### src/rtl/srdg_pkg.sv
// shared types and constants of the stepper ramp delay generator
package srdg_pkg;

   localparam int unsigned MaxSteps = 1023;

   localparam int unsigned DivWidth = 19;
   localparam int unsigned RemWidth = 18;
   localparam int unsigned CntWidth = $clog2(DivWidth + 1);

   localparam logic KIND_START = 1'b0;
   localparam logic KIND_NEXT  = 1'b1;

   localparam logic [15:0] FIRST_DELAY_RESET = 16'd10000;
   localparam logic [15:0] MIN_DELAY_RESET   = 16'd100;
   localparam logic [15:0] K_OFFSET_RESET    = 16'd0;

   typedef enum logic [1:0] {
      CSR_FIRST_DELAY = 2'd0,
      CSR_MIN_DELAY   = 2'd1,
      CSR_K_OFFSET    = 2'd2
   } csr_index_type;

   typedef enum logic [1:0] {
      ST_IDLE,
      ST_EVAL,
      ST_DIV,
      ST_OUT
   } state_type;

   typedef struct packed {
      logic                start;
      logic [DivWidth-1:0] num;
      logic [DivWidth-1:0] den;
   } div_req_type;

   typedef struct packed {
      logic                done;
      logic [DivWidth-1:0] quo;
      logic [DivWidth-1:0] rem;
   } div_res_type;

endpackage

### src/rtl/srdg_ifs.sv
// channel interfaces: request, response and register write
interface srdg_req_if;
   logic        valid;
   logic        ready;
   logic        kind;
   logic [15:0] step_count;

   modport source (output valid, output kind, output step_count, input ready);
   modport sink (input valid, input kind, input step_count, output ready);
endinterface

interface srdg_rsp_if;
   logic        valid;
   logic        ready;
   logic [15:0] delay;
   logic        last;
   logic        error;

   modport source (output valid, output delay, output last, output error, input ready);
   modport sink (input valid, input delay, input last, input error, output ready);
endinterface

interface srdg_csr_if;
   logic        valid;
   logic        ready;
   logic [1:0]  index;
   logic [15:0] data;

   modport source (output valid, output index, output data, input ready);
   modport sink (input valid, input index, input data, output ready);
endinterface

### src/rtl/srdg_div.sv
// bit-serial restoring divider, one quotient bit per cycle
module srdg_div (
   input  logic                clock,
   input  logic                reset,
   input  srdg_pkg::div_req_type div_req,
   output srdg_pkg::div_res_type div_res
);

   logic [srdg_pkg::DivWidth-1:0] acc_ff, acc_in;
   logic [srdg_pkg::DivWidth-1:0] nq_ff, nq_in;
   logic [srdg_pkg::DivWidth-1:0] den_ff, den_in;
   logic [srdg_pkg::CntWidth-1:0] cnt_ff, cnt_in;
   logic                          busy_ff, busy_in;
   logic                          done_ff, done_in;

   logic [srdg_pkg::DivWidth:0]   shifted;
   logic [srdg_pkg::DivWidth+1:0] trial;
   logic                          fits;

   always_comb begin
      shifted = {acc_ff, nq_ff[srdg_pkg::DivWidth-1]};
      trial   = {1'b0, shifted} - {2'b00, den_ff};
      fits    = ~trial[srdg_pkg::DivWidth+1];

      acc_in  = acc_ff;
      nq_in   = nq_ff;
      den_in  = den_ff;
      cnt_in  = cnt_ff;
      busy_in = busy_ff;
      done_in = 1'b0;

      if (div_req.start) begin
         acc_in  = '0;
         nq_in   = div_req.num;
         den_in  = div_req.den;
         cnt_in  = srdg_pkg::CntWidth'(srdg_pkg::DivWidth);
         busy_in = 1'b1;
      end else if (busy_ff) begin
         // remainder stays below the divisor, so it fits the narrow accumulator
         acc_in = fits ? trial[srdg_pkg::DivWidth-1:0] : shifted[srdg_pkg::DivWidth-1:0];
         nq_in  = {nq_ff[srdg_pkg::DivWidth-2:0], fits};
         cnt_in = cnt_ff - srdg_pkg::CntWidth'(1);
         if (cnt_ff == srdg_pkg::CntWidth'(1)) begin
            busy_in = 1'b0;
            done_in = 1'b1;
         end
      end
   end

   always_ff @(posedge clock) begin
      acc_ff <= acc_in;
      nq_ff  <= nq_in;
      den_ff <= den_in;
      cnt_ff <= cnt_in;
      if (reset) begin
         busy_ff <= 1'b0;
         done_ff <= 1'b0;
      end else begin
         busy_ff <= busy_in;
         done_ff <= done_in;
      end
   end

   assign div_res.done = done_ff;
   assign div_res.quo  = nq_ff;
   assign div_res.rem  = acc_ff;

endmodule

### src/rtl/stepper_ramp_delay_generator_unit.sv
// top level of the stepper ramp delay generator: sequencer, registers and result stage
//
//   port      dir   role                      payload
//   req_bus   sink  start move / next delay   kind, step_count
//   rsp_bus   src   one result per request    delay, last, error
//   csr_bus   sink  register write            index, data
//
// a request with a ramp division passes from the accept through the evaluate state, the
// bit-serial divider (19 quotient bits plus its done register) and the output state; other
// requests go from the evaluate state straight to the output state
// reset clears the move state and loads the registers with their reset values
// a new request is taken while a finished result still waits in the output register;
// the following result stalls until rsp_bus is ready
module stepper_ramp_delay_generator_unit (
   input  logic             clock,
   input  logic             reset,
   srdg_req_if.sink         req_bus,
   srdg_rsp_if.source       rsp_bus,
   srdg_csr_if.sink         csr_bus
);

   srdg_pkg::state_type state_ff, state_in;

   logic [15:0] first_delay_ff, min_delay_ff, k_offset_ff;

   logic [15:0]                   step_index_ff, step_index_in;
   logic [15:0]                   total_steps_ff, total_steps_in;
   logic [15:0]                   prev_delay_ff, prev_delay_in;
   logic [srdg_pkg::RemWidth-1:0] rem_acc_ff, rem_acc_in;
   logic [15:0]                   accel_end_ff, accel_end_in;
   logic [15:0]                   cruise_len_ff, cruise_len_in;
   logic                          move_active_ff, move_active_in;
   logic                          decel_ff, decel_in;

   logic        item_kind_ff;
   logic [15:0] item_count_ff;

   logic [15:0] res_delay_ff, res_delay_in;
   logic        res_last_ff, res_last_in;
   logic        res_error_ff, res_error_in;

   logic        rsp_valid_ff, rsp_valid_in;
   logic [15:0] rsp_delay_ff;
   logic        rsp_last_ff;
   logic        rsp_error_ff;

   srdg_pkg::div_req_type div_req;
   srdg_pkg::div_res_type div_res;

   logic                          req_fire;
   logic [16:0]                   cruise_end;
   logic [srdg_pkg::DivWidth:0]   accel_diff;
   logic [srdg_pkg::DivWidth:0]   decel_sum;
   logic                          rsp_free;

   srdg_div u_div (
      .clock   (clock),
      .reset   (reset),
      .div_req (div_req),
      .div_res (div_res)
   );

   assign req_bus.ready = (state_ff == srdg_pkg::ST_IDLE);
   assign req_fire      = req_bus.valid & req_bus.ready;
   assign csr_bus.ready = 1'b1;
   assign rsp_free      = ~rsp_valid_ff | rsp_bus.ready;

   // register writes
   always_ff @(posedge clock) begin
      if (reset) begin
         first_delay_ff <= srdg_pkg::FIRST_DELAY_RESET;
         min_delay_ff   <= srdg_pkg::MIN_DELAY_RESET;
         k_offset_ff    <= srdg_pkg::K_OFFSET_RESET;
      end else if (csr_bus.valid) begin
         unique case (srdg_pkg::csr_index_type'(csr_bus.index))
            srdg_pkg::CSR_FIRST_DELAY: first_delay_ff <= csr_bus.data;
            srdg_pkg::CSR_MIN_DELAY:   min_delay_ff   <= csr_bus.data;
            srdg_pkg::CSR_K_OFFSET:    k_offset_ff    <= csr_bus.data;
            default: ;
         endcase
      end
   end

   always_comb begin
      state_in       = state_ff;
      step_index_in  = step_index_ff;
      total_steps_in = total_steps_ff;
      prev_delay_in  = prev_delay_ff;
      rem_acc_in     = rem_acc_ff;
      accel_end_in   = accel_end_ff;
      cruise_len_in  = cruise_len_ff;
      move_active_in = move_active_ff;
      decel_in       = decel_ff;
      res_delay_in   = res_delay_ff;
      res_last_in    = res_last_ff;
      res_error_in   = res_error_ff;
      rsp_valid_in   = rsp_valid_ff;

      cruise_end  = {1'b0, accel_end_ff} + {1'b0, cruise_len_ff};
      accel_diff  = {4'b0000, prev_delay_ff} - {1'b0, div_res.quo};
      decel_sum   = {4'b0000, prev_delay_ff} + {1'b0, div_res.quo};

      div_req.start = 1'b0;
      // numerator 2d + r, divisor 4i + 1 + k
      div_req.num = {2'b00, prev_delay_ff, 1'b0} + {1'b0, rem_acc_ff};
      div_req.den = {1'b0, step_index_ff, 2'b00} + {3'b000, k_offset_ff}
                    + srdg_pkg::DivWidth'(1);

      if (rsp_valid_ff && rsp_bus.ready) begin
         rsp_valid_in = 1'b0;
      end

      unique case (state_ff)
         srdg_pkg::ST_IDLE: begin
            if (req_fire) begin
               state_in = srdg_pkg::ST_EVAL;
            end
         end

         srdg_pkg::ST_EVAL: begin
            res_delay_in = '0;
            res_last_in  = 1'b0;
            res_error_in = 1'b0;
            state_in     = srdg_pkg::ST_OUT;
            if (item_kind_ff == srdg_pkg::KIND_START) begin
               if (item_count_ff > 16'(srdg_pkg::MaxSteps)) begin
                  res_error_in = 1'b1;
               end else if (item_count_ff == '0) begin
                  res_last_in    = 1'b1;
                  move_active_in = 1'b0;
                  step_index_in  = '0;
                  total_steps_in = '0;
               end else begin
                  total_steps_in = item_count_ff;
                  step_index_in  = 16'd1;
                  rem_acc_in     = '0;
                  accel_end_in   = 16'(({1'b0, item_count_ff} + 17'd1) >> 1);
                  cruise_len_in  = '0;
                  prev_delay_in  = first_delay_ff;
                  move_active_in = 1'b1;
                  res_delay_in   = first_delay_ff;
               end
            end else if (!move_active_ff) begin
               res_error_in = 1'b1;
            end else if (step_index_ff >= total_steps_ff) begin
               res_last_in    = 1'b1;
               move_active_in = 1'b0;
            end else if (step_index_ff < accel_end_ff) begin
               div_req.start = 1'b1;
               decel_in      = 1'b0;
               state_in      = srdg_pkg::ST_DIV;
            end else if ({1'b0, step_index_ff} < cruise_end) begin
               res_delay_in  = min_delay_ff;
               prev_delay_in = min_delay_ff;
               step_index_in = step_index_ff + 16'd1;
            end else begin
               div_req.start = 1'b1;
               decel_in      = 1'b1;
               state_in      = srdg_pkg::ST_DIV;
            end
         end

         srdg_pkg::ST_DIV: begin
            if (div_res.done) begin
               rem_acc_in = div_res.rem[srdg_pkg::DivWidth-1]
                            ? '1 : div_res.rem[srdg_pkg::RemWidth-1:0];
               if (!decel_ff) begin
                  // a borrow wraps to a huge delay, which counts as above the minimum
                  if (accel_diff[srdg_pkg::DivWidth] || (accel_diff[15:0] > min_delay_ff)) begin
                     res_delay_in = accel_diff[15:0];
                  end else begin
                     cruise_len_in = total_steps_ff - {step_index_ff[14:0], 1'b0};
                     accel_end_in  = step_index_ff;
                     res_delay_in  = min_delay_ff;
                  end
               end else begin
                  res_delay_in = (decel_sum[srdg_pkg::DivWidth:16] != '0)
                                 ? 16'hFFFF : decel_sum[15:0];
               end
               prev_delay_in = res_delay_in;
               step_index_in = step_index_ff + 16'd1;
               state_in      = srdg_pkg::ST_OUT;
            end
         end

         srdg_pkg::ST_OUT: begin
            if (rsp_free) begin
               rsp_valid_in = 1'b1;
               state_in     = srdg_pkg::ST_IDLE;
            end
         end

         default: state_in = srdg_pkg::ST_IDLE;
      endcase
   end

   always_ff @(posedge clock) begin
      if (reset) begin
         state_ff       <= srdg_pkg::ST_IDLE;
         step_index_ff  <= '0;
         total_steps_ff <= '0;
         prev_delay_ff  <= '0;
         rem_acc_ff     <= '0;
         accel_end_ff   <= '0;
         cruise_len_ff  <= '0;
         move_active_ff <= 1'b0;
         rsp_valid_ff   <= 1'b0;
      end else begin
         state_ff       <= state_in;
         step_index_ff  <= step_index_in;
         total_steps_ff <= total_steps_in;
         prev_delay_ff  <= prev_delay_in;
         rem_acc_ff     <= rem_acc_in;
         accel_end_ff   <= accel_end_in;
         cruise_len_ff  <= cruise_len_in;
         move_active_ff <= move_active_in;
         rsp_valid_ff   <= rsp_valid_in;
      end
   end

   always_ff @(posedge clock) begin
      decel_ff     <= decel_in;
      res_delay_ff <= res_delay_in;
      res_last_ff  <= res_last_in;
      res_error_ff <= res_error_in;
      if (req_fire) begin
         item_kind_ff  <= req_bus.kind;
         item_count_ff <= req_bus.step_count;
      end
      if (state_ff == srdg_pkg::ST_OUT && rsp_free) begin
         rsp_delay_ff <= res_delay_ff;
         rsp_last_ff  <= res_last_ff;
         rsp_error_ff <= res_error_ff;
      end
   end

   assign rsp_bus.valid = rsp_valid_ff;
   assign rsp_bus.delay = rsp_delay_ff;
   assign rsp_bus.last  = rsp_last_ff;
   assign rsp_bus.error = rsp_error_ff;

endmodule

### src/flat_wrapper.sv
// flat-port wrapper written by rule: the top's interface ports become plain ports
module stepper_ramp_delay_generator_unit_flat 
  (clock, reset, req_bus_valid, req_bus_kind, req_bus_step_count, req_bus_ready, rsp_bus_valid, rsp_bus_delay, rsp_bus_last, rsp_bus_error, rsp_bus_ready, csr_bus_valid, csr_bus_index, csr_bus_data, csr_bus_ready);
  srdg_req_if req_bus_i ();
  srdg_rsp_if rsp_bus_i ();
  srdg_csr_if csr_bus_i ();
  input  logic clock;
  input  logic reset;
  input wire logic [$bits(req_bus_i.valid)-1:0] req_bus_valid;
  input wire logic [$bits(req_bus_i.kind)-1:0] req_bus_kind;
  input wire logic [$bits(req_bus_i.step_count)-1:0] req_bus_step_count;
  output wire logic [$bits(req_bus_i.ready)-1:0] req_bus_ready;
  output wire logic [$bits(rsp_bus_i.valid)-1:0] rsp_bus_valid;
  output wire logic [$bits(rsp_bus_i.delay)-1:0] rsp_bus_delay;
  output wire logic [$bits(rsp_bus_i.last)-1:0] rsp_bus_last;
  output wire logic [$bits(rsp_bus_i.error)-1:0] rsp_bus_error;
  input wire logic [$bits(rsp_bus_i.ready)-1:0] rsp_bus_ready;
  input wire logic [$bits(csr_bus_i.valid)-1:0] csr_bus_valid;
  input wire logic [$bits(csr_bus_i.index)-1:0] csr_bus_index;
  input wire logic [$bits(csr_bus_i.data)-1:0] csr_bus_data;
  output wire logic [$bits(csr_bus_i.ready)-1:0] csr_bus_ready;
  assign req_bus_i.valid = req_bus_valid;
  assign req_bus_i.kind = req_bus_kind;
  assign req_bus_i.step_count = req_bus_step_count;
  assign req_bus_ready = req_bus_i.ready;
  assign rsp_bus_valid = rsp_bus_i.valid;
  assign rsp_bus_delay = rsp_bus_i.delay;
  assign rsp_bus_last = rsp_bus_i.last;
  assign rsp_bus_error = rsp_bus_i.error;
  assign rsp_bus_i.ready = rsp_bus_ready;
  assign csr_bus_i.valid = csr_bus_valid;
  assign csr_bus_i.index = csr_bus_index;
  assign csr_bus_i.data = csr_bus_data;
  assign csr_bus_ready = csr_bus_i.ready;
  stepper_ramp_delay_generator_unit u_core (.clock(clock), .reset(reset), .req_bus(req_bus_i), .rsp_bus(rsp_bus_i), .csr_bus(csr_bus_i));
endmodule
### config.mk
export PLATFORM = sky130hd
export DESIGN_NAME = stepper_ramp_delay_generator_unit_flat
export DESIGN_NICKNAME = d
export VERILOG_FILES = /design/src/rtl/srdg_pkg.sv /design/src/rtl/srdg_ifs.sv /design/src/rtl/srdg_div.sv /design/src/rtl/stepper_ramp_delay_generator_unit.sv /design/src/flat_wrapper.sv
export SDC_FILE = /design/constraint.sdc
export NUM_CORES = 1
export LEC_CHECK = 0
export BUFFER_PORTS_ARGS = -buffer_cell sky130_fd_sc_hd__buf_2
export CAP_MARGIN = 10
export CORE_UTILIZATION = 35
export DETAILED_ROUTE_END_ITERATION = 12
export HOLD_SLACK_MARGIN = 0.02
export PLACE_DENSITY = 0.63
export SLEW_MARGIN = 20
export SYNTH_ARGS = -nofsm -noshare
export SYNTH_HDL_FRONTEND = slang
export SYNTH_HIERARCHICAL = 1
export SYNTH_SLANG_ARGS = --single-unit
### constraint.sdc
create_clock -name clock -period 5.6 [get_ports clock]
set_input_delay 0.56 -clock clock [delete_from_list [all_inputs] [get_ports clock]]
set_output_delay 0.56 -clock clock [all_outputs]
set_load 0.05 [all_outputs]
Word level (Yosys, flattened, before mapping)
Index checks and enable logic that the tools add are counted.
Widths: inputs -> output; s select.

operators by class
  eq/ne operators = 22
  order comparisons = 5
  bitwise gates (word level) = 8
  multiplexer cells = 89
  reductions and logical operators = 22
  $add $sub $neg = 11

operators by type and width
  operator               number
  $mux 16                38
  $pmux 16 s2            5
  $mux 18                5
  $mux 19                3
  $pmux 18 s2            1
  $mux 1                 29
  $sub 20x19->21         1
  $add 16x19->20         1
  $sub 16x19->20         1
  $add 17x18->19         1
  $add 18x16->19         1
  $add 19x1->19 const B  1
  $add 16x1->17 const B  1
  $add 16x16->17         1
  $lt 16x17->1           1
  $add 16x1->16 const B  1
  $ge 16x16->1           1
  $gt 16x10->1 const B   1
  $gt 16x16->1           1
  $logic_not 16->1       1
  $lt 16x16->1           1
  $sub 16x16->16         1
  $mux 2                 7
  $ne 2x2->1 const B     7
  22 further kinds       46

word-level totals
  word-level logic and storage cells = 184
  input bits = 40
  bits in registers = 268

Longest topological paths before layout
Gate-level depths: netlist (run 1).

  word-level depth = 9
  depth in mapped cells = 24
  gate-level depth less buffers = 22

Hierarchy
The synthesis (run 1) kept the hierarchy.

by module, submodules not included
  module                             cells each  area an instance (um2)  seq. area each (um2)  instances
  stepper_ramp_delay_generator_unit  1746        14700.3                 4624.4                1
  srdg_div                           350         3607.2                  1661.6                1

Worst setup path before layout (run 1)
OpenSTA, ideal clock, no wires.

  kind = register to register
  start point = reg u_core.accel_end_ff[0]
  end point = reg u_core/u_div/nq_ff[0] (netlist name) (enable)
  cell stages (with the launch flop) = 23
  data arrival time = 5.262 ns
  setup slack = -0.036 ns
  clock period less this slack = 5.636 ns
  path through = dfxtp_1 ha_1 fa_1 a21o_1 a21oi_2 o21ai_0 a31oi_1 o21bai_1 a21oi_1 xor2_1 ha_1 a21o_1 a211o_1 a211oi_1 o211ai_1 a21oi_1 o41a_1 nand2b_1 nor2_1 clkbuf_1 nor2_1 clkbuf_1 inv_1

RTL lines
  item                      RTL line                                  source
  start: declaration        stepper_ramp_delay_generator_unit.sv:30   logic [15:0] accel_end_ff, accel_end_in;
  start signal: assignment  stepper_ramp_delay_generator_unit.sv:214  accel_end_ff <= accel_end_in;
  end signal: assignment    srdg_div.sv:52                            nq_ff <= nq_in;
  end: declaration          srdg_div.sv:10                            logic [srdg_pkg::DivWidth-1:0] nq_ff, nq_in;

Final worst setup path (run 1)
  start point = reg u_core/u_div/nq_ff[1] (netlist name)
  end point = reg u_core.prev_delay_ff[10]

on the way
  longest elaborated chain between the ends = 7
  elaborated cells between the ends (all ways) = 10
  those cells by class = 2 x add/sub; 1 x order compare; 5 x mux; 2 x reduce/logical

ends and longest elaborated chain
  item                    RTL line                                  source
  $sub 16x19->20          stepper_ramp_delay_generator_unit.sv:100  accel_diff = {4'b0000, prev_delay_ff} - {1'b0, div_res.quo};
  $gt 16x16->1            stepper_ramp_delay_generator_unit.sv:169  if (accel_diff[srdg_pkg::DivWidth] || (accel_diff[15:0] > min_delay_ff)) begin
  $logic_or 1x1->1        stepper_ramp_delay_generator_unit.sv:169
  $mux 16                 stepper_ramp_delay_generator_unit.sv:169
  $mux 16 (*)             stepper_ramp_delay_generator_unit.sv:167  if (!decel_ff) begin
  $mux 16 (*)             stepper_ramp_delay_generator_unit.sv:164  if (div_res.done) begin
  $pmux 16 s2 (*)         stepper_ramp_delay_generator_unit.sv:113  unique case (state_ff)
  end signal: assignment  stepper_ramp_delay_generator_unit.sv:212  prev_delay_ff <= prev_delay_in;
  end: declaration        stepper_ramp_delay_generator_unit.sv:28   logic [15:0] prev_delay_ff, prev_delay_in;

Every way passes the cells marked *; elsewhere a longest branch is shown, timed or not. The select of a mux whose other input is x is not followed.
A chain may end at the register's enable or synchronous reset.

==> metrics.md, run 1 <==
| Metric | Value |
|---|---|
| RSZ-0062 raised after global routing | `no` |
| # nets final | `2,354` |
| Clk buf depth | `3` |
| Outcome | `finished, final reports clean` |
| Setup WS pre-CTS | `0.306 ns` |
| CP Class | `flip-flop to flip-flop` |
| Reg2Reg Setup Slack | `0.38 ns` |
| First-pass GRT wire length | `80.8 mm` |
| Routability congestion estimate | `0.917` |
| Reg2reg end | `u_core/prev_delay_ff[10]` |
| Final setup viols | `0` |
| Ys Warns | `6` |
| Clk Latency, worst-skew pair | `0.59 ns` |
| Seq pwr share | `0.334` |
| Vias after detailed routing | `15,600` |
| Layout area overhead | `10.9%` |
| Ys async rst share | `0` |
| Worst Hold Path EP | `u_core/item_count_ff[9]` |
| Crit share post-route | `0.931` |
| Total die area | `0.0532 mm^2` |
| Commonest cells after routing, fill and taps aside | `237 x nand2_1, 194 x a21oi_1, 182 x ha_1` |
| Dpl cells | `2,770` |
| XOR/XNOR Fraction of Synth Area | `0.0478` |
| CP startpoint kind | `flip-flop` |
| Switch Pwr | `3000 uW` |
| Leakage power | `0.00794 uW` |
| Drt first pass iters | `5` |
| Sw Share | `0.395` |
| Via density | `5.52` |
| Largest family of logic cells by synthesized area | `compound AO/OA/AOI/OAI gates` |
| Adder-Cell Fraction of Synth Area | `0.132` |
| Yosys cell types | `93` |
| Initial antenna violation count | `0` |
| Layout cells sized above 1 | `0.104` |
| Clock Root Buffer | `clkbuf_16` |
| Starting Density | `0.355` |
| Gr ovfl total | `0` |
| Core Rows | `83` |
| Routed Antenna Nets | `0` |
| Commonest non-fill, non-tap cell in the layout | `nand2_1` |
| WL final | `50.4 mm` |
| Top Ports | `61` |
| Simple-gate portion of the synthesized area | `0.169` |
| TritonCTS clock tree | `built` |
| Most used flip-flop cell after synthesis | `dfxtp_1` |
| Power per cell area | `374 mW/mm^2` |
| H-tree depth | `1` |
| Crit path capture type | `flip-flop` |
| Slew headroom | `0.279` |
| Mapped Area | `0.0183 mm^2` |
| Wire per inst | `17.8 um` |
| IO Port Bufs | `59` |
| Synth Instances | `2,096` |
| Die width | `231 um` |
| Internal power | `4590 uW` |
| Setup TNS | `0 ns` |
| Residual DRC | `0` |
| Die Span Y | `231 um` |
| Syn nets | `2,325` |
| Final Critical Period | `5.22 ns` |
| Synthesis-stage register bit count | `268` |
| Peak VDD IR | `247 uV` |
| Slew @ Worst Pin | `1.08 ns` |
| Post-synthesis mux area share | `0.0371` |
| Fmax | `192 MHz` |
| Non-Filler Instances | `2,829` |
| Ant. Diodes | `0` |
| Layout Skew | `0.0306 ns` |
| Synth Area per Inst | `8.73 um^2` |
| Comb power frac | `0.408` |
| Final Hold Fails | `0` |
| Clock transition at path regs | `0.06 ns` |
| Post-DP Area | `0.0193 mm^2` |
| Final instance area | `0.0203 mm^2` |
| R2r startpoint | `u_core/u_div/nq_ff[1]` |
| Drt initial violations | `956` |
| CP Max Fanout | `9` |
| Number of synthesized flops with an enable pin | `92` |
| R2R cell count | `20` |
| Hold path start | `req_bus_step_count[9]` |
| Max_cap viols | `0` |
| Vias in the first global route | `15,300` |
| TritonCTS Buffers | `30` |
| Post-CTS Hold Buffers | `0` |
| Critical Path RT | `6.10 ns` |
| HPWL after detailed placement | `38.0 mm` |
| Post-synthesis sequential area ratio | `0.343` |
| Clk pwr share | `0.257` |
| Fin util | `0.394` |
| Largest net degree at the start of global routing | `98` |
| Slack of the critical path | `0.385 ns` |
| GR Util All Layers | `0.187` |
| Area of the core | `0.0515 mm^2` |
| Area fraction in compound gates after synthesis | `0.217` |
| TritonCTS sink count | `268` |
| Final slew viol count | `0` |
| Hold WC Path Type | `primary input to flip-flop` |
| Worst hold path cell count | `1` |
| Critical path arrival | `5.71 ns` |
## cell type report
class | count | area, um^2
multi-input combinational | 1586 | 11100
fill | 5224 | 31200
clock inverter | 11 | 95.1
sequential | 268 | 6290
inverter | 149 | 559
timing repair buffer | 90 | 556
tap | 680 | 851
clock buffer | 45 | 871
## per-layer routing
layer | share of wire | track usage | vias to the layer above
met4 | 0.026 | 0.0534 | 0
li1 | - | - | 7684
met1 | 0.43 | 0.234 | 7490
met3 | 0.043 | 0.0225 | 89
met5 | 0 | 0 | -
met2 | 0.50 | 0.334 | 357
## flip-flops by register name, indices dropped and copies added (netlist names), 5 cells and up
name                   cells
u_core/u_div/acc_ff       19
u_core/u_div/den_ff       19
u_core/u_div/nq_ff        19
u_core/rem_acc_ff         18
u_core/accel_end_ff       16
u_core/cruise_len_ff      16
u_core/first_delay_ff     16
u_core/item_count_ff      16
u_core/k_offset_ff        16
u_core/min_delay_ff       16
u_core/prev_delay_ff      16
u_core/res_delay_ff       16
u_core/rsp_bus.delay      16
u_core/step_index_ff      16
u_core/total_steps_ff     16
u_core/u_div/cnt_ff        5
## through the flow
stage | power (uW) | hold WS, ns
floorplan | 4800 | 0.400
global placement | 5560 | 0.408
detailed placement | 5620 | 0.409
CTS | 7590 | 0.141
global route | 8050 | 0.137
finish | 7590 | 0.161
## synthesized netlist by cell type (24+ instances only)
master / count / area, um^2
nand2b_1: 41 / 257
dfxtp_1: 176 / 3520
mux2i_1: 24 / 240
a21o_1: 37 / 278
nor2_1: 116 / 435
nand2_1: 237 / 890
nand3_1: 67 / 335
ha_1: 183 / 2290
edfxtp_1: 92 / 2760
nor3_1: 45 / 225
o21ai_0: 84 / 420
a21oi_1: 194 / 971
xnor2_1: 62 / 543
inv_1: 147 / 552
clkbuf_1: 71 / 267
mux2_2: 39 / 439
o211ai_1: 47 / 353
xor2_1: 38 / 333
## worst max-delay path: stages (launching register included)
cell and delay (ns):
edfxtp_1 0.45, inv_1 0.13, ha_1 0.24, nor2b_1 0.15
o31a_1 0.27, o31ai_2 0.29, a211o_1 0.28, a21oi_1 0.10
o31ai_1 0.27, a211oi_1 0.15, ha_1 0.38, nand4_1 0.09
or4_1 0.56, a21oi_1 0.19, a211o_1 0.17, o31ai_4 0.08
buf_12 0.15, o211ai_2 0.16, nand3_1 0.33, a221o_1 0.50
a311oi_2 0.19
## kinds of logic after synthesis
logic type               count (synthesis)
flip-flops                             268
other                                    1
AND/OR/NAND/NOR                        648
AO/OA/AOI/OAI                          585
buffers and inverters                  242
multiplexers                            63
XOR/XNOR                               100
adder cells (fa/ha/maj)                189
## how the worst max path moves through the flow
| stage | start | end | slack, ns | cells past startpoint |
|---|---|---|---|---|
| 2_1_floorplan | u_core/accel_end_ff[0] | u_core/u_div/nq_ff[0] | 0.28 | 22 |
| 3_3_place_gp | u_core/accel_end_ff[0] | u_core/u_div/acc_ff[13] | 0.37 | 22 |
| 5_1_grt | u_core/accel_end_ff[0] | u_core/u_div/acc_ff[13] | 0.07 | 22 |
| 3_5_place_dp | u_core/accel_end_ff[0] | u_core/u_div/acc_ff[13] | 0.31 | 22 |
| 6_report | u_core/u_div/nq_ff[1] | u_core/prev_delay_ff[10] | 0.38 | 20 |
| 4_1_cts | u_core/u_div/nq_ff[1] | u_core/cruise_len_ff[14] | 0.27 | 18 |
## power by group through the flow
stage | clock (uW) | sequential (uW) | combinational (uW)
after CTS | 1990 | 2540 | 3060
after detailed placement | 0 | 2580 | 3040
after global placement | 0 | 2580 | 2980
after floorplan | 0 | 2500 | 2290
final | 1950 | 2540 | 3100
after global routing | 2070 | 2560 | 3420
## what timing repair did
action | CTS | global route
resized for setup | 0 | 3
endpoints found under the setup margin | 0 | 44
buffers inserted | 0 | 3
Note: power is estimated with default switching activity, not from simulation.
==> run 2: changes to the inputs <==
- CORE_UTILIZATION: 35 -> 58
- PLACE_DENSITY: 0.63 -> 0.89
==> run 2 against run 1 <==
The run now ends with design-rule violations left. First-iteration DRC count is 49% higher. Die area fell by 39%. Global-route usage is 11 points higher. Final area shrank 2.4%.
==> metrics.md, run 2 (synthesized netlist as in run 1, its figures left out) <==
| Metric | Value |
|---|---|
| Clk pwr share | `0.248 (-0.009)` |
| Setup TNS | `0 ns (unchanged)` |
| Fmax | `185 MHz (-3.5%)` |
| Hold WS | `0.191 ns (+0.0297 ns)` |
| Area of the core | `0.0308 mm^2 (-40%)` |
| Slew @ Worst Pin | `0.968 ns (-0.113 ns)` |
| Routability congestion estimate | `0.952 (+3.8%)` |
| Comb power frac | `0.412 (+0.004)` |
| Core Rows | `64 (-23%)` |
| RSZ-0062 raised after global routing | `no` |
| Vias after detailed routing | `16,300 (+4.6%)` |
| TritonCTS sink count | `268 (unchanged)` |
| Leakage power | `0.00788 uW (-0.80%)` |
| Layout cells sized above 1 | `0.0998 (-0.00400)` |
| Clock Root Buffer | `clkbuf_16` |
| Slew headroom | `0.354 (+0.0750)` |
| Peak VDD IR | `301 uV (+22%)` |
| Power per cell area | `378 mW/mm^2 (+1.1%)` |
| # nets final | `2,344 (-0.42%)` |
| Vias in the first global route | `15,900 (+4.0%)` |
| Footprint of the multi-input gates | `0.0111 mm^2 (-0.12%)` |
| Die Span Y | `180 um (-22%)` |
| Largest net degree at the start of global routing | `83 (-15%)` |
| Largest regs | `u_core/u_div/acc_ff: 19 flops, u_core/u_div/den_ff: 19 flops, u_core/u_div/nq_ff: 19 flops` |
| Commonest non-fill, non-tap cell in the layout | `nand2_1` |
| Setup WS pre-CTS | `0.291 ns (-0.0151 ns)` |
| Sw Share | `0.391 (-0.00451)` |
| Seq pwr share | `0.340 (+0.006)` |
| Switch Pwr | `2920 uW (-2.5%)` |
| Clk Latency, worst-skew pair | `0.54 ns (-0.05 ns)` |
| Layout Skew | `0.00886 ns (-0.0217 ns)` |
| Total die area | `0.0323 mm^2 (-39%)` |
| Residual DRC | `2 (+2)` |
| HPWL after detailed placement | `36.4 mm (-4.3%)` |
| Wire per inst | `19.5 um (+9.5%)` |
| Register area | `0.00629 mm^2 (unchanged)` |
| Top Ports | `61 (unchanged)` |
| Die width | `180 um (-22%)` |
| Final Hold Fails | `0 (unchanged)` |
| Clock transition at path regs | `0.07 ns (about the same)` |
| First-pass GRT wire length | `79.3 mm (-1.9%)` |
| Final Critical Period | `5.40 ns (+0.187 ns)` |
| Commonest cells after routing, fill and taps aside | `237 x nand2_1, 194 x a21oi_1, 182 x ha_1` |
| Crit path capture type | `flip-flop` |
| Outcome | `finished with violations` |
| GR Util All Layers | `0.299 (+0.112)` |
| Hold WC Path Type | `primary input to flip-flop` |
| TritonCTS clock tree | `built` |
| Gr ovfl total | `0 (unchanged)` |
| Via density | `6.45 (+17%)` |
| Critical path arrival | `5.64 ns (-0.07 ns)` |
| Clk buf depth | `3 (unchanged)` |
| Failing checks | `design-rule violations` |
| Slack of the critical path | `0.198 ns (-0.187 ns)` |
| Initial antenna violation count | `0 (unchanged)` |
| WL final | `49.3 mm (-2.0%)` |
| Max_cap viols | `0 (unchanged)` |
| Final slew viol count | `0 (unchanged)` |
| CP startpoint kind | `flip-flop` |
| CP Max Fanout | `9 (unchanged)` |
| Final setup viols | `0 (unchanged)` |
| Critical Path RT | `5.84 ns (-0.26 ns)` |
| Crit share post-route | `0.965 (+0.0334)` |
| CP Class | `flip-flop to flip-flop` |
| Ant. Diodes | `0 (unchanged)` |
| Internal power | `4560 uW (-0.63%)` |
| Layout area overhead | `8.19%` |
| H-tree depth | `1 (unchanged)` |
| Starting Density | `0.594 (+0.238)` |
| Routed Antenna Nets | `0 (unchanged)` |
| Drt first pass iters | `10 (+5)` |
| TritonCTS Buffers | `27 (-10%)` |
| Fillers | `2,406 (-54%)` |
| IO Port Bufs | `59 (unchanged)` |
| Drt initial violations | `1,423 (+49%)` |
run 2: worst max-delay path, stage by stage, from the launching register on:
cell	delay, ns
dfxtp_1	0.38
ha_1	0.50
o21a_1	0.20
o31a_1	0.24
o31ai_2	0.12
a211o_1	0.35
a211oi_2	0.50
a211oi_1	0.13
ha_1	0.37
nand4_1	0.11
or4_1	0.56
a21oi_1	0.24
a211o_1	0.18
o31ai_4	0.14
o31ai_2	0.19
mux2_2	0.41
o221ai_1	0.27
o21ai_0	0.20
run 2: cell type report:
| type | count | share of cell area |
|---|---|---|
| sequential | 268 | 0.317 |
| inverter | 149 | 0.0282 |
| multi-input combinational | 1586 | 0.559 |
| tap | 396 | 0.0250 |
| timing repair buffer | 83 | 0.0251 |
| clock inverter | 11 | 0.00676 |
| clock buffer | 38 | 0.0388 |
run 2: what timing repair did:
item / CTS / global route
gates resized for setup: 0 / 1
setup buffers: 0 / 3
setup endpoints to repair: 0 / 49
hold endpoints to repair: 0 / 0
hold buffers: 0 / 0
run 2: metal layers:
layer / wire length (um) / share of wire / up-vias / track usage
li1: - / - / 7664 / -
met4: 2830 / 0.057 / 0 / 0.167
met3: 3330 / 0.068 / 210 / 0.0395
met5: 0 / 0 / - / 0
met1: 18900 / 0.38 / 7682 / 0.347
met2: 24300 / 0.49 / 779 / 0.534
run 2: power groups by stage:
stage	clock network [uW]	logic, uW	registers [uW]
2_1_floorplan	0	2290	2500
3_3_place_gp	0	2840	2570
3_5_place_dp	0	2950	2590
4_1_cts	1860	2990	2550
5_1_grt	1930	3360	2560
6_report	1860	3080	2550
run 2: worst paths after layout:
path | startpoint | end | slack (ns) | cells past startpoint
worst max register to register | u_core/prev_delay_ff[3] | u_core/res_delay_ff[12] | 0.20 | 17
worst min-delay path | req_bus_step_count[7] | u_core/item_count_ff[7] | 0.19 | 1
worst min register to register | u_core/res_delay_ff[7] | u_core/rsp_bus.delay[7] | 0.42 | 0
worst max-delay path | u_core/prev_delay_ff[3] | u_core/res_delay_ff[12] | 0.20 | 17
run 2: through the flow:
step	std cells	util	total power [uW]	instance area, um^2
floorplan	2096	-	4800	18300
global placement	2478	0.612	5420	18900
detailed placement	2478	0.612	5530	18900
CTS	2527	0.641	7400	19800
global route	2531	0.642	7850	19800
finish	2531	0.642	7490	19800
==> run 3: changes to the inputs <==
- CORE_UTILIZATION: 58 -> 60
- PLACE_DENSITY: 0.89 -> 0.88
- REMOVE_ABC_BUFFERS: unset -> 1
- TNS_END_PERCENT: unset -> 100
- clock period: 5.6 -> 6.42 ns (I/O delays scaled with it)
==> run 3 against run 2 <==
Final cell count decreased by 0.43%. Largest power group unchanged. Clock power fell by 11%. Sequential cell count did not move. Clock skew up 0.020 ns. Global-route usage increased by 1.5 points. Worst hold slack improved by 0.083 ns. Critical endpoint is now u_core/accel_end_ff[7]. The run now ends clean. Sequential share of layout area is 0.090 points higher. Highest routed layer unchanged. Maximum frequency down 4.2%. Non-clock buffer count fell by 10.
==> metrics.md, run 3 (synthesized netlist as in run 1, its figures left out) <==
| Metric | Value |
|---|---|
| Critical Path RT | `6.81 ns (+0.97 ns)` |
| TritonCTS Buffers | `29 (+7.4%)` |
| First-pass GRT wire length | `78.8 mm (-0.69%)` |
| WL final | `49.6 mm (+0.42%)` |
| CP Max Fanout | `51 (+42)` |
| Post-CTS sizing | `0 (unchanged)` |
| IO Port Bufs | `59 (unchanged)` |
| Slew headroom | `0.284 (-0.0703)` |
| Routability congestion estimate | `0.958 (+0.58%)` |
| Setup Buffers After CTS | `0 (unchanged)` |
| Largest regs | `u_core/u_div/acc_ff: 19 flops, u_core/u_div/den_ff: 19 flops, u_core/u_div/nq_ff: 19 flops` |
| Die width | `177 um (-1.7%)` |
| Layout area overhead | `7.89%` |
| Vias after detailed routing | `16,300 (+0.018%)` |
| Crit path capture type | `flip-flop` |
| Peak VDD IR | `240 uV (-20%)` |
| Residual DRC | `0 (-2)` |
| Drt initial violations | `1,637 (+15%)` |
| Switch Pwr | `2580 uW (-12%)` |
| Routed Antenna Nets | `0 (unchanged)` |
| Die Span Y | `177 um (-1.7%)` |
| Register area | `0.00629 mm^2 (unchanged)` |
| Drt first pass iters | `9 (-1)` |
| Setup TNS | `0 ns (unchanged)` |
| Starting Density | `0.614 (+0.0206)` |
| Commonest cells after routing, fill and taps aside | `237 x nand2_1, 194 x a21oi_1, 182 x ha_1` |
| Comb power frac | `0.408 (-0.004)` |
| Footprint of the multi-input gates | `0.0111 mm^2 (about the same)` |
| CP startpoint kind | `flip-flop` |
| TritonCTS clock tree | `built` |
| Critical path arrival | `6.03 ns (+0.39 ns)` |
| Fillers | `2,259 (-6.1%)` |
| Internal power | `3960 uW (-13%)` |
| Largest net degree at the start of global routing | `98 (+18%)` |
| Final slew viol count | `0 (unchanged)` |
| # nets final | `2,336 (-0.34%)` |
| Clock transition at path regs | `0.06 ns (about the same)` |
| Crit share post-route | `0.878 (-0.0863)` |
| Sw Share | `0.394 (+0.00378)` |
| HPWL after detailed placement | `36.1 mm (-0.66%)` |
| Clk Latency, worst-skew pair | `0.56 ns (+0.02 ns)` |
| Ant. Diodes | `0 (unchanged)` |
| Post-DP Area | `0.0188 mm^2 (-0.38%)` |
| Via density | `6.48 (+0.45%)` |
| Outcome | `finished, final reports clean` |
| RSZ-0062 raised after global routing | `no` |
| Clk pwr share | `0.252 (+0.004)` |
| Final instance area | `0.0198 mm^2 (-0.28%)` |
| Seq pwr share | `0.340 (about the same)` |
| Core Rows | `63 (-1.6%)` |
| Non-Filler Instances | `2,520 (-0.43%)` |
| Power per cell area | `331 mW/mm^2 (-12%)` |
| Post-CTS Hold Buffers | `0 (unchanged)` |
| Max_cap viols | `0 (unchanged)` |
| Hold WC Path Type | `primary input to flip-flop` |
| Dpl cells | `2,465 (-0.52%)` |
| Final setup viols | `0 (unchanged)` |
| Tot Pwr | `6540 uW (-13%)` |
| Fmax | `177 MHz (-4.2%)` |
| Final Critical Period | `5.64 ns (+0.237 ns)` |
| Gr ovfl total | `0 (unchanged)` |
| TritonCTS sink count | `268 (unchanged)` |
| Clk buf depth | `3 (unchanged)` |
| Slew @ Worst Pin | `1.07 ns (+0.103 ns)` |
| Final Hold Fails | `0 (unchanged)` |
| Top Ports | `61 (unchanged)` |
| GR Util All Layers | `0.315 (+0.0153)` |
| Total die area | `0.0312 mm^2 (-3.3%)` |
| Clock Root Buffer | `clkbuf_16` |
| Commonest non-fill, non-tap cell in the layout | `nand2_1` |
| Wire per inst | `19.7 um (+0.86%)` |
| CP Class | `flip-flop to flip-flop` |
| H-tree depth | `1 (unchanged)` |
| Vias in the first global route | `15,800 (-0.77%)` |
| Leakage power | `0.00785 uW (-0.33%)` |
| Area of the core | `0.0298 mm^2 (-3.4%)` |
| Initial antenna violation count | `0 (unchanged)` |
| Layout cells sized above 1 | `0.0962 (-0.00352)` |
| Layout Skew | `0.0291 ns (+0.0202 ns)` |
## run 3: cell types whose count changed in the layout (fill, tap and decap cells not counted), sizes merged
cell / delta
inv: +1
clkinvlp: -1
clkinv: +2
buf: -10
bufinv: -2
clkbuf: +5
## run 3: final timing paths
path | start | endpoint | slack, ns | cells after the start
worst max-delay path | u_core/u_div/nq_ff[1] | u_core/accel_end_ff[7] | 0.78 | 18
worst max register to register | u_core/u_div/nq_ff[1] | u_core/accel_end_ff[7] | 0.78 | 18
worst min register to register | u_core/res_delay_ff[7] | u_core/rsp_bus.delay[7] | 0.42 | 0
worst min-delay path | req_bus_step_count[11] | u_core/item_count_ff[11] | 0.27 | 1
## run 3: worst max-delay path, stage by stage, from the launching register on
cell	delay [ns]
edfxtp_1	0.45
inv_1	0.14
ha_1	0.25
nor2b_1	0.15
o31a_1	0.28
o31ai_1	0.37
a211o_1	0.28
a21oi_1	0.09
o31ai_1	0.28
a211oi_1	0.16
ha_1	0.36
nand4_1	0.10
or4_1	0.56
o31ai_4	0.54
o211ai_2	0.31
a31oi_4	0.30
buf_4	0.50
mux2i_1	0.27
nor2_1	0.05
## run 3: cell type report
| class | instances | share of cell area |
|---|---|---|
| Clock buffer | 43 | 0.0436 |
| Inverter | 149 | 0.0283 |
| Tap cell | 390 | 0.0247 |
| Multi-Input combinational cell | 1586 | 0.560 |
| Clock inverter | 11 | 0.00437 |
| Sequential cell | 268 | 0.318 |
| Timing Repair Buffer | 73 | 0.0208 |
## run 3: power by group through the flow
stage,Sequential [uW],Combinational (uW),Clock [uW]
floorplan,2200,1900,0
global placement,2240,2490,0
detailed placement,2260,2570,0
CTS,2220,2600,1670
global route,2240,2900,1740
finish,2220,2670,1650
## run 3: metal layers
layer	vias up	part of all wire	GRT usage
met5	-	0	0
met4	0	0.061	0.183
met3	217	0.069	0.0457
met2	802	0.49	0.554
met1	7682	0.38	0.363
li1	7637	-	-
## run 3: through the flow
stage               utilization  hold slack [ns]  setup WS, ns
finish                    0.663            0.274         0.781
global placement          0.631            0.402          1.28
floorplan                     -            0.400        -0.543
global route              0.663            0.257         0.568
CTS                       0.662            0.256         0.950
detailed placement        0.631            0.405          1.04
